--- src/hdl/assert_macros.svh ---
// Assertion macros used by the top level RTL file of the clock and reset control block.
// Define ASSERT_OFF to compile every check away.
`ifndef ASSERT_MACROS_SVH
`define ASSERT_MACROS_SVH

`ifndef ASSERT_OFF

// Clocked check, held off while reset is high.
`define ASSERT_CLK(label, clk, rst, prop, msg) \
   label: assert property (@(posedge clk) disable iff (rst) (prop)) else $error(msg);

// Clocked check that also holds during reset.
`define ASSERT_ALWAYS(label, clk, prop, msg) \
   label: assert property (@(posedge clk) (prop)) else $error(msg);

`else

`define ASSERT_CLK(label, clk, rst, prop, msg)
`define ASSERT_ALWAYS(label, clk, prop, msg)

`endif

`endif

--- src/hdl/crcr_pkg.sv ---
// Package of the clock and reset control register block: register map,
// reset values, write masks and the structs passed between modules. No dependencies.
`default_nettype none

package crcr_pkg;

   localparam int REG_COUNT = 10;
   localparam int IDX_W     = $clog2(REG_COUNT);
   localparam int OFF_W     = 12;
   localparam int DATA_W    = 32;
   localparam int REG_W     = 4;
   localparam int USB_MAX   = 3;

   // Defaults of the top level parameters.
   localparam int DEF_USB_RESET_LINES  = 3;
   localparam int DEF_USB_CLOCK_OFFSET = 260;
   localparam int DEF_WINDOW_BYTES     = 4096;

   // Access kinds on the request channel.
   localparam logic ACT_READ  = 1'b0;
   localparam logic ACT_WRITE = 1'b1;

   // Register indexes, in decode priority order.
   localparam logic [IDX_W-1:0] IX_EMMC_RST  = IDX_W'(0);
   localparam logic [IDX_W-1:0] IX_BUS_RST   = IDX_W'(1);
   localparam logic [IDX_W-1:0] IX_SDIO0_RST = IDX_W'(2);
   localparam logic [IDX_W-1:0] IX_SDIO1_RST = IDX_W'(3);
   localparam logic [IDX_W-1:0] IX_USB_RST   = IDX_W'(4);
   localparam logic [IDX_W-1:0] IX_BUS_CLK   = IDX_W'(5);
   localparam logic [IDX_W-1:0] IX_USB_CLK   = IDX_W'(6);
   localparam logic [IDX_W-1:0] IX_EMMC_CLK  = IDX_W'(7);
   localparam logic [IDX_W-1:0] IX_SDIO0_CLK = IDX_W'(8);
   localparam logic [IDX_W-1:0] IX_SDIO1_CLK = IDX_W'(9);

   // Byte offsets; the USB clock entry is replaced by the module parameter.
   localparam logic [OFF_W-1:0] REG_OFFSET [REG_COUNT] = '{
      12'h000, 12'h008, 12'h00c, 12'h010, 12'h014,
      12'h100, OFF_W'(DEF_USB_CLOCK_OFFSET), 12'h108, 12'h10c, 12'h110
   };

   localparam logic [REG_W-1:0] REG_RESET [REG_COUNT] = '{
      4'h3, 4'h3, 4'h1, 4'h1, 4'h1, 4'h1, 4'hf, 4'h1, 4'h1, 4'h1
   };

   localparam logic [REG_W-1:0] REG_MASK [REG_COUNT] = '{
      4'h3, 4'h3, 4'h1, 4'h1, 4'h7, 4'h1, 4'hf, 4'h1, 4'h1, 4'h1
   };

   localparam logic [REG_W-1:0] EMMC_RST_MASK = 4'h3;

   typedef struct packed {
      logic             hit;
      logic [IDX_W-1:0] index;
   } decode_type;

   typedef struct packed {
      logic [USB_MAX-1:0] usb_rst;
      logic [2:0]         stor_rst;
      logic [7:0]         clk_en;
   } levels_type;

endpackage

`default_nettype wire

--- src/hdl/crcr_channels.sv ---
// Handshake channels of the clock and reset control block: bus access in,
// access result out. Depends on crcr_pkg.
`default_nettype none

interface crcr_req_if;
   logic                       valid;
   logic                       ready;
   logic                       action;
   logic [crcr_pkg::OFF_W-1:0]  byte_offset;
   logic [crcr_pkg::DATA_W-1:0] write_data;

   modport source (output valid, output action, output byte_offset, output write_data,
                   input ready);
   modport sink   (input valid, input action, input byte_offset, input write_data,
                   output ready);
endinterface

interface crcr_rsp_if;
   logic                        valid;
   logic                        ready;
   logic [crcr_pkg::DATA_W-1:0]  read_data;
   logic                        access_error;
   logic [crcr_pkg::USB_MAX-1:0] usb_reset_lines;
   logic [2:0]                  storage_reset_lines;
   logic [7:0]                  clock_enable_lines;

   modport source (output valid, output read_data, output access_error,
                   output usb_reset_lines, output storage_reset_lines,
                   output clock_enable_lines, input ready);
   modport sink   (input valid, input read_data, input access_error,
                   input usb_reset_lines, input storage_reset_lines,
                   input clock_enable_lines, output ready);
endinterface

`default_nettype wire

--- src/hdl/crcr_decode.sv ---
// Address decoder of the clock and reset control block: byte offset to
// register index with first-match priority. Depends on crcr_pkg.
`default_nettype none

module crcr_decode #(
   parameter int USB_CLOCK_OFFSET = crcr_pkg::DEF_USB_CLOCK_OFFSET,
   parameter int WINDOW_BYTES     = crcr_pkg::DEF_WINDOW_BYTES
) (
   input  wire logic [crcr_pkg::OFF_W-1:0] byte_offset,
   output crcr_pkg::decode_type            dec
);

   logic in_window;

   assign in_window = 32'(byte_offset) < 32'(WINDOW_BYTES);

   // Scan from the last entry down so the earliest match wins.
   always_comb begin
      logic [crcr_pkg::OFF_W-1:0] off;
      dec = '0;
      for (int i = crcr_pkg::REG_COUNT - 1; i >= 0; i--) begin
         off = (crcr_pkg::IDX_W'(i) == crcr_pkg::IX_USB_CLK)
               ? crcr_pkg::OFF_W'(USB_CLOCK_OFFSET) : crcr_pkg::REG_OFFSET[i];
         if (in_window && byte_offset == off) begin
            dec.hit   = 1'b1;
            dec.index = crcr_pkg::IDX_W'(i);
         end
      end
   end

endmodule

`default_nettype wire

--- src/hdl/crcr_regfile.sv ---
// Register store of the clock and reset control block: masked writes, read
// mux and the derived reset and clock enable levels. Depends on crcr_pkg.
`default_nettype none

module crcr_regfile #(
   parameter int USB_RESET_LINES = crcr_pkg::DEF_USB_RESET_LINES
) (
   input  wire logic                        clock,
   input  wire logic                        reset,
   input  wire logic                        write_en,
   input  wire logic [crcr_pkg::IDX_W-1:0]  index,
   input  wire logic [crcr_pkg::DATA_W-1:0] write_data,
   output logic      [crcr_pkg::REG_W-1:0]  read_value,
   output crcr_pkg::levels_type             levels_next,
   output crcr_pkg::levels_type             levels_now
);

   logic [crcr_pkg::REG_W-1:0] store_ff [crcr_pkg::REG_COUNT];
   logic [crcr_pkg::REG_W-1:0] store_in [crcr_pkg::REG_COUNT];

   function automatic crcr_pkg::levels_type levels_of(
      input logic [crcr_pkg::REG_W-1:0] s [crcr_pkg::REG_COUNT]);
      crcr_pkg::levels_type lv;
      lv = '0;
      for (int i = 0; i < crcr_pkg::USB_MAX; i++) begin
         if (i < USB_RESET_LINES) lv.usb_rst[i] = ~s[crcr_pkg::IX_USB_RST][i];
      end
      lv.stor_rst[0] = (s[crcr_pkg::IX_EMMC_RST] & crcr_pkg::EMMC_RST_MASK)
                       != crcr_pkg::EMMC_RST_MASK;
      lv.stor_rst[1] = ~s[crcr_pkg::IX_SDIO0_RST][0];
      lv.stor_rst[2] = ~s[crcr_pkg::IX_SDIO1_RST][0];
      lv.clk_en = {s[crcr_pkg::IX_SDIO1_CLK][0], s[crcr_pkg::IX_SDIO0_CLK][0],
                   s[crcr_pkg::IX_EMMC_CLK][0], s[crcr_pkg::IX_USB_CLK],
                   s[crcr_pkg::IX_BUS_CLK][0]};
      return lv;
   endfunction

   // Merge only the bits under the register's write mask.
   always_comb begin
      for (int i = 0; i < crcr_pkg::REG_COUNT; i++) begin
         store_in[i] = store_ff[i];
         if (write_en && index == crcr_pkg::IDX_W'(i)) begin
            store_in[i] = (store_ff[i] & ~crcr_pkg::REG_MASK[i])
                        | (write_data[crcr_pkg::REG_W-1:0] & crcr_pkg::REG_MASK[i]);
         end
      end
   end

   always_ff @(posedge clock) begin
      for (int i = 0; i < crcr_pkg::REG_COUNT; i++) begin
         if (reset) store_ff[i] <= crcr_pkg::REG_RESET[i];
         else       store_ff[i] <= store_in[i];
      end
   end

   always_comb begin
      read_value = '0;
      for (int i = 0; i < crcr_pkg::REG_COUNT; i++) begin
         if (index == crcr_pkg::IDX_W'(i)) read_value = store_ff[i];
      end
   end

   assign levels_next = levels_of(store_in);
   assign levels_now  = levels_of(store_ff);

endmodule

`default_nettype wire

--- src/hdl/clock_reset_control_registers.sv ---
// Top level of the clock and reset control register block: input stage,
// decoder, register store and result register. Depends on crcr_pkg,
// crcr_channels, crcr_decode, crcr_regfile and assert_macros.svh.
//
//   channel   dir   payload                                         accepted when
//   req_bus   in    action, byte_offset, write_data                 valid & ready
//   rsp_bus   out   read_data, access_error, usb_reset_lines,      valid & ready
//                   storage_reset_lines, clock_enable_lines
//
// From acceptance, each item is held in the input register, then passes through
// decode and masked write into the result register. One item per cycle is
// sustained while rsp_bus.ready is high; the input stage and the result register
// each hold one item, so input is taken while a result waits.
// Synchronous reset loads every register with its reset value and empties both stages.
// A stalled result holds; the input stage then holds, and req_bus.ready drops
// once both stages are full.
`default_nettype none
`include "assert_macros.svh"

module clock_reset_control_registers #(
   parameter int USB_RESET_LINES  = crcr_pkg::DEF_USB_RESET_LINES,
   parameter int USB_CLOCK_OFFSET = crcr_pkg::DEF_USB_CLOCK_OFFSET,
   parameter int WINDOW_BYTES     = crcr_pkg::DEF_WINDOW_BYTES
) (
   input wire logic  clock,
   input wire logic  reset,
   crcr_req_if.sink   req_bus,
   crcr_rsp_if.source rsp_bus
);

   // Input stage.
   logic                        s1_valid_ff, s1_valid_in;
   logic                        s1_action_ff;
   logic [crcr_pkg::OFF_W-1:0]  s1_offset_ff;
   logic [crcr_pkg::DATA_W-1:0] s1_data_ff;

   // Result register.
   logic                        rsp_valid_ff, rsp_valid_in;
   logic [crcr_pkg::DATA_W-1:0] rsp_rdata_ff, rsp_rdata_in;
   logic                        rsp_error_ff;
   crcr_pkg::levels_type        rsp_levels_ff;

   logic                        s1_advance;
   logic                        req_take;
   crcr_pkg::decode_type        dec;
   logic [crcr_pkg::REG_W-1:0]  read_value;
   crcr_pkg::levels_type        levels_next;
   crcr_pkg::levels_type        levels_now;

   // Advance the input stage whenever the result register is empty or drains.
   assign s1_advance    = s1_valid_ff && (!rsp_valid_ff || rsp_bus.ready);
   assign req_bus.ready = !s1_valid_ff || s1_advance;
   assign req_take      = req_bus.valid && req_bus.ready;
   assign s1_valid_in   = req_take || (s1_valid_ff && !s1_advance);
   assign rsp_valid_in  = s1_advance || (rsp_valid_ff && !rsp_bus.ready);

   crcr_decode #(
      .USB_CLOCK_OFFSET (USB_CLOCK_OFFSET),
      .WINDOW_BYTES     (WINDOW_BYTES)
   ) u_decode (
      .byte_offset (s1_offset_ff),
      .dec         (dec)
   );

   // Commit a write only as the item leaves the input stage, so state moves in order.
   crcr_regfile #(
      .USB_RESET_LINES (USB_RESET_LINES)
   ) u_regfile (
      .clock       (clock),
      .reset       (reset),
      .write_en    (s1_advance && (s1_action_ff == crcr_pkg::ACT_WRITE) && dec.hit),
      .index       (dec.index),
      .write_data  (s1_data_ff),
      .read_value  (read_value),
      .levels_next (levels_next),
      .levels_now  (levels_now)
   );

   // Reads of implemented registers return the stored value; everything else reads zero.
   assign rsp_rdata_in = (dec.hit && (s1_action_ff == crcr_pkg::ACT_READ))
                         ? {{(crcr_pkg::DATA_W - crcr_pkg::REG_W){1'b0}}, read_value}
                         : '0;

   always_ff @(posedge clock) begin
      if (reset) begin
         s1_valid_ff  <= 1'b0;
         rsp_valid_ff <= 1'b0;
      end else begin
         s1_valid_ff  <= s1_valid_in;
         rsp_valid_ff <= rsp_valid_in;
      end
      if (req_take) begin
         s1_action_ff <= req_bus.action;
         s1_offset_ff <= req_bus.byte_offset;
         s1_data_ff   <= req_bus.write_data;
      end
      // Levels are taken from the store as it stands after this access.
      if (s1_advance) begin
         rsp_rdata_ff  <= rsp_rdata_in;
         rsp_error_ff  <= !dec.hit;
         rsp_levels_ff <= levels_next;
      end
   end

   assign rsp_bus.valid               = rsp_valid_ff;
   assign rsp_bus.read_data           = rsp_rdata_ff;
   assign rsp_bus.access_error        = rsp_error_ff;
   assign rsp_bus.usb_reset_lines     = rsp_levels_ff.usb_rst;
   assign rsp_bus.storage_reset_lines = rsp_levels_ff.stor_rst;
   assign rsp_bus.clock_enable_lines  = rsp_levels_ff.clk_en;

   // A blocked item stays in the input stage.
   `ASSERT_CLK(a_s1_hold, clock, reset, s1_valid_ff && !s1_advance |=> s1_valid_ff, "input item lost while stalled")
   // With no access committing, the shown levels match the stored state.
   `ASSERT_CLK(a_levels_track, clock, reset, rsp_valid_ff && !s1_advance |-> rsp_levels_ff == levels_now, "result levels out of step with store")
   // Unaligned offsets never decode.
   `ASSERT_CLK(a_unaligned_miss, clock, reset, s1_valid_ff && s1_offset_ff[1:0] != 2'b00 |-> !dec.hit, "unaligned offset decoded")
   // An error result carries zero data.
   `ASSERT_CLK(a_error_zero, clock, reset, rsp_valid_ff && rsp_error_ff |-> rsp_rdata_ff == '0, "error result with nonzero data")
   // Back pressure only when the input stage is occupied.
   `ASSERT_ALWAYS(a_ready_full, clock, !req_bus.ready |-> s1_valid_ff, "ready low with empty input stage")

endmodule

`default_nettype wire
--- src/flat_wrapper.sv ---
// flat-port wrapper written by rule: the top's interface ports become plain ports
module clock_reset_control_registers_flat 
#(
   parameter int USB_RESET_LINES  = crcr_pkg::DEF_USB_RESET_LINES,
   parameter int USB_CLOCK_OFFSET = crcr_pkg::DEF_USB_CLOCK_OFFSET,
   parameter int WINDOW_BYTES     = crcr_pkg::DEF_WINDOW_BYTES
)
  (clock, reset, req_bus_valid, req_bus_action, req_bus_byte_offset, req_bus_write_data, req_bus_ready, rsp_bus_valid, rsp_bus_read_data, rsp_bus_access_error, rsp_bus_usb_reset_lines, rsp_bus_storage_reset_lines, rsp_bus_clock_enable_lines, rsp_bus_ready);
  crcr_req_if req_bus_i ();
  crcr_rsp_if rsp_bus_i ();
  input wire logic clock;
  input wire logic reset;
  input wire logic [$bits(req_bus_i.valid)-1:0] req_bus_valid;
  input wire logic [$bits(req_bus_i.action)-1:0] req_bus_action;
  input wire logic [$bits(req_bus_i.byte_offset)-1:0] req_bus_byte_offset;
  input wire logic [$bits(req_bus_i.write_data)-1:0] req_bus_write_data;
  output wire logic [$bits(req_bus_i.ready)-1:0] req_bus_ready;
  output wire logic [$bits(rsp_bus_i.valid)-1:0] rsp_bus_valid;
  output wire logic [$bits(rsp_bus_i.read_data)-1:0] rsp_bus_read_data;
  output wire logic [$bits(rsp_bus_i.access_error)-1:0] rsp_bus_access_error;
  output wire logic [$bits(rsp_bus_i.usb_reset_lines)-1:0] rsp_bus_usb_reset_lines;
  output wire logic [$bits(rsp_bus_i.storage_reset_lines)-1:0] rsp_bus_storage_reset_lines;
  output wire logic [$bits(rsp_bus_i.clock_enable_lines)-1:0] rsp_bus_clock_enable_lines;
  input wire logic [$bits(rsp_bus_i.ready)-1:0] rsp_bus_ready;
  assign req_bus_i.valid = req_bus_valid;
  assign req_bus_i.action = req_bus_action;
  assign req_bus_i.byte_offset = req_bus_byte_offset;
  assign req_bus_i.write_data = req_bus_write_data;
  assign req_bus_ready = req_bus_i.ready;
  assign rsp_bus_valid = rsp_bus_i.valid;
  assign rsp_bus_read_data = rsp_bus_i.read_data;
  assign rsp_bus_access_error = rsp_bus_i.access_error;
  assign rsp_bus_usb_reset_lines = rsp_bus_i.usb_reset_lines;
  assign rsp_bus_storage_reset_lines = rsp_bus_i.storage_reset_lines;
  assign rsp_bus_clock_enable_lines = rsp_bus_i.clock_enable_lines;
  assign rsp_bus_i.ready = rsp_bus_ready;
  clock_reset_control_registers #(.USB_RESET_LINES(USB_RESET_LINES), .USB_CLOCK_OFFSET(USB_CLOCK_OFFSET), .WINDOW_BYTES(WINDOW_BYTES)) u_core (.clock(clock), .reset(reset), .req_bus(req_bus_i), .rsp_bus(rsp_bus_i));
endmodule
--- config.mk ---
export PLATFORM = sky130hd
export DESIGN_NAME = clock_reset_control_registers_flat
export DESIGN_NICKNAME = d
export VERILOG_FILES = /design/src/hdl/crcr_pkg.sv /design/src/hdl/crcr_channels.sv /design/src/hdl/crcr_decode.sv /design/src/hdl/crcr_regfile.sv /design/src/hdl/clock_reset_control_registers.sv /design/src/flat_wrapper.sv
export VERILOG_INCLUDE_DIRS = /design/src /design/src/hdl
export SDC_FILE = /design/constraint.sdc
export NUM_CORES = 1
export LEC_CHECK = 0
export ABC_CLOCK_PERIOD_IN_PS = 2400
export BUFFER_PORTS_ARGS = -buffer_cell sky130_fd_sc_hd__buf_2
export CAP_MARGIN = 20
export CORE_MARGIN = 2
export CORE_UTILIZATION = 45
export DETAILED_ROUTE_END_ITERATION = 12
export PLACE_DENSITY = 0.76
export SKIP_CTS_REPAIR_TIMING = 1
export SLEW_MARGIN = 25
export SYNTH_ARGS = -nofsm -noshare
export SYNTH_HDL_FRONTEND = slang
export SYNTH_SLANG_ARGS = --single-unit
--- constraint.sdc ---
create_clock -name clock -period 2.4 [get_ports clock]
set_input_delay 0.12 -clock clock [delete_from_list [all_inputs] [get_ports clock]]
set_output_delay 0.12 -clock clock [all_outputs]
set_load 0.01 [all_outputs]
==> out/metrics.yaml <==
run_status:
  outcome: "completed"
synth:
  yosys_warnings: 0
  synth_compound_gate_area_share_pct: 6.38
  synth_top_family_by_area: "simple AND/OR/NAND/NOR gates"
  synth_area_per_cell_um2: 12.5
  synth_top_cells_by_area: "edfxtp_1 (42%), dfxtp_1 (15%), buf_4 (8.1%)"
  synthFlopType: "edfxtp_1"
  synth_edf_count: 36
  synth-adder-area-share_pct: 0
  synth-xor-area-share_pct: 0
  postSynth.asyncResetShare_pct: 0
  ys_types: 45
  yosysSeqAreaShare_pct: 56.4
  ys_ff_latch: 55
  synth_area_um2: 2590
  synthSimpleGateAreaFrac_pct: 19.7
  synth_area_leader_cell: "edfxtp_1"
  synth.area.mux_share_pct: 7.97
  synthDominantCellAreaShare_pct: 41.7
  synthCells: 208
timing:
  finalSetupTns_ns: 0
  rsz0062_at_grt: "no"
  fin_crit_sh_pct: 91.9
  fmax_mhz: 454
  slew_viol_final: 0
  finClkSkew_ns: 0.00678
  period_minus_slack_ns: 2.20
  max_slew.worst_pin.slew_ns: 0.689
  holdWs_ns: 0.0376
  maxSlewHeadroom_pct: 54.0
  setup_viol: 0
  hold_viol: 0
final_layout:
  seq_area_um2: 1460
  antenna_cells: 0
  fillers: 473
  final_cells: 345
  layout-drive-gt1-share_pct: 28.2
  syn_to_final_growth_pct: 18.1
  final_nets: 321
  multi_input_area_um2: 995
worst_setup_path:
  cp-end-kind: "flip-flop"
  critPathKind: "flip-flop to flip-flop"
  reg2reg_from: "u_core.s1_offset_ff[11]"
  cp-startpoint: "u_core.s1_offset_ff[11]"
  startpoint_type: "flip-flop"
  critPathRequiredTime_ns: 2.61
  timing.rr.end: "u_core.u_regfile.levels_now[6]"
  cp-endpoint: "u_core.u_regfile.levels_now[6]"
  critPathArrivalTime_ns: 2.41
  r2r_cells: 5
  cp_top_family: "simple AND/OR/NAND/NOR gates"
  cp_slowest_cell: "nor4_1"
  path_max_fanout: 4
  slowest_delay_ns: 0.47
  critPathBufInv: 0
  crit_chain: "nor4b_4, nand2_1, nor4_1, mux2_2, or2_1"
  path_depth: 5
  ff2ff_setup_slack_ns: 0.20
route:
  wl_per_cell_um: 12.9
  firstDrtPassIters: 4
  drt-vias-per-instance: 4.83
  drt_iter0_drc: 64
  drc_errors: 0
  num_vias: 1668
  drt_wl_total_um: 4470
  ant_nets: 0
clocking:
  cts_sinks: 55
  cts_htree_levels: 2
  cts_buffers: 5
  cts_tree: "done"
  clk_path_buf_depth: 2
  cts.reportedPaths.clkPinSlew_ns: 0.09
  root_buffer: "clkbuf_8"
  worstSkewPairLatency_ns: 0.30
global_route:
  grt_max_degree: 20
  grt_antenna_before_repair: 0
  grt_overflow: 0
  grt_pass1_vias: 1408
  grt_pass1_wl_um: 6840
  track_usage_pct: 14.2
placement:
  gp_congestion: 0.889
  dpl.hpwl_um: 3100
  dp_cells: 320
  port_buffers: 41
power:
  p_leak_nw: 1.11
  max-vdd-ir-drop_v: 0.000389
  total_power_mw: 1.68
  power_density_nw_per_um2: 549
die:
  start_util_pct: 46.7
  core_um2: 5540
  fp-row-count: 27
  die_h_um: 79.9
  num_io_pins: 98
  fp.dieW_um: 79.9
  die-area_um2: 6380
worst_hold_path:
  hold_class: "input port to flip-flop"
job:
  drv_cap: 0
==> kinds of logic after synthesis <==
group	after synthesis
other	1
buffers and inverters	36
flip-flops	55
AO/OA/AOI/OAI	19
AND/OR/NAND/NOR	79
multiplexers	18
==> metrics by stage <==
stage	setup WS, ns	util (%)	area (um^2)
2_1_floorplan	0.497	-	2690
3_3_place_gp	0.253	50.5	2800
3_5_place_dp	0.242	50.5	2800
4_1_cts	0.135	52.0	2880
5_1_grt	0.101	55.2	3060
6_report	0.195	55.2	3060
==> state kept, by name, indices dropped and copies added, names as in the netlist <==
name and flops:
u_core.s1_action_ff 1, u_core.rsp_bus.usb_reset_lines 3, u_core.u_regfile.store_ff 9, u_core.u_regfile.levels_now 8, u_core.s1_data_ff 4, u_core.rsp_bus.valid 1, u_core.rsp_bus.storage_reset_lines 3, u_core.rsp_bus.clock_enable_lines 8
u_core.rsp_bus.access_error 1, u_core.rsp_bus.read_data 4, u_core.s1_valid_ff 1, u_core.s1_offset_ff 12
==> routing by layer <==
metal	wire (um)	global-route usage, %	part of all wire [%]
met2	2310	23.1	52
met1	1840	18.4	41
met3	245	3.51	5.5
met4	69	5.08	1.5
met5	0	0	0
==> power by group <==
group | internal, mW | switching, mW
registers | 1.03 | 0.0229
clock network | 0.204 | 0.276
logic | 0.0605 | 0.0823
total | 1.30 | 0.381
==> worst min path at each step <==
stage	start	depth (start not counted)	slack, ns	endpoint
5_1_grt	req_bus_valid	3	0.04	u_core.s1_valid_ff
2_1_floorplan	req_bus_action	0	0.22	u_core.s1_action_ff
3_5_place_dp	req_bus_byte_offset[11]	1	0.30	u_core.s1_offset_ff[11]
4_1_cts	req_bus_byte_offset[11]	1	-0.02	u_core.s1_offset_ff[11]
3_3_place_gp	req_bus_byte_offset[10]	1	0.30	u_core.s1_offset_ff[10]
6_report	req_bus_valid	3	0.04	u_core.s1_valid_ff
==> layout by cell type (no fill, tap or decap), types with 2 or more instances in the layout <==
| master | instances |
|---|---|
| nor3_1 | 4 |
| nor3_4 | 3 |
| conb_1 | 28 |
| a211o_1 | 3 |
| a21oi_1 | 3 |
| nor2_1 | 13 |
| or3_1 | 2 |
| mux2_2 | 5 |
| mux2_4 | 4 |
| a22oi_1 | 2 |
| dlygate4sd3_1 | 17 |
| a31oi_1 | 2 |
| nand4_1 | 5 |
| nor4_1 | 2 |
| and2_1 | 5 |
| nand2b_1 | 7 |
| nand3_1 | 4 |
| mux2i_1 | 9 |
| buf_2 | 41 |
| clkbuf_8 | 5 |
| edfxtp_1 | 36 |
| dfxtp_1 | 19 |
| inv_1 | 2 |
| or2_1 | 8 |
| nor4_2 | 2 |
| buf_4 | 6 |
| a21o_1 | 2 |
| nand2_1 | 13 |
==> synthesized netlist by cell type (2+ instances only) <==
| cell type | n |
|---|---|
| nor4_2 | 2 |
| edfxtp_1 | 36 |
| or2_1 | 8 |
| buf_2 | 3 |
| mux2i_1 | 9 |
| buf_4 | 28 |
| nor3_4 | 3 |
| a21o_1 | 2 |
| nor2_1 | 13 |
| and2_1 | 5 |
| nand2_1 | 13 |
| nor4_1 | 2 |
| a31oi_1 | 2 |
| nand2b_1 | 7 |
| inv_1 | 2 |
| dfxtp_1 | 19 |
| nand4_1 | 5 |
| nand3_1 | 4 |
| nor3_1 | 4 |
| mux2_4 | 4 |
| clkbuf_1 | 3 |
| or3_1 | 2 |
| mux2_2 | 5 |
| a211o_1 | 3 |
| a22oi_1 | 2 |
| a21oi_1 | 3 |
==> cell type report <==
class,instances,share of cell area [%]
multi-input cells,144,32.5
well taps,72,2.94
inverters,2,0.245
clock buffers,6,2.37
repair buffers,64,13.7
flip-flops and latches,55,47.8
clock inverters,2,0.409
==> worst min-delay path: stages <==
cell	delay, ns
buf_2	0.08
a21oi_1	0.04
nor2_1	0.07
Power figures use the tool's default switching activity.
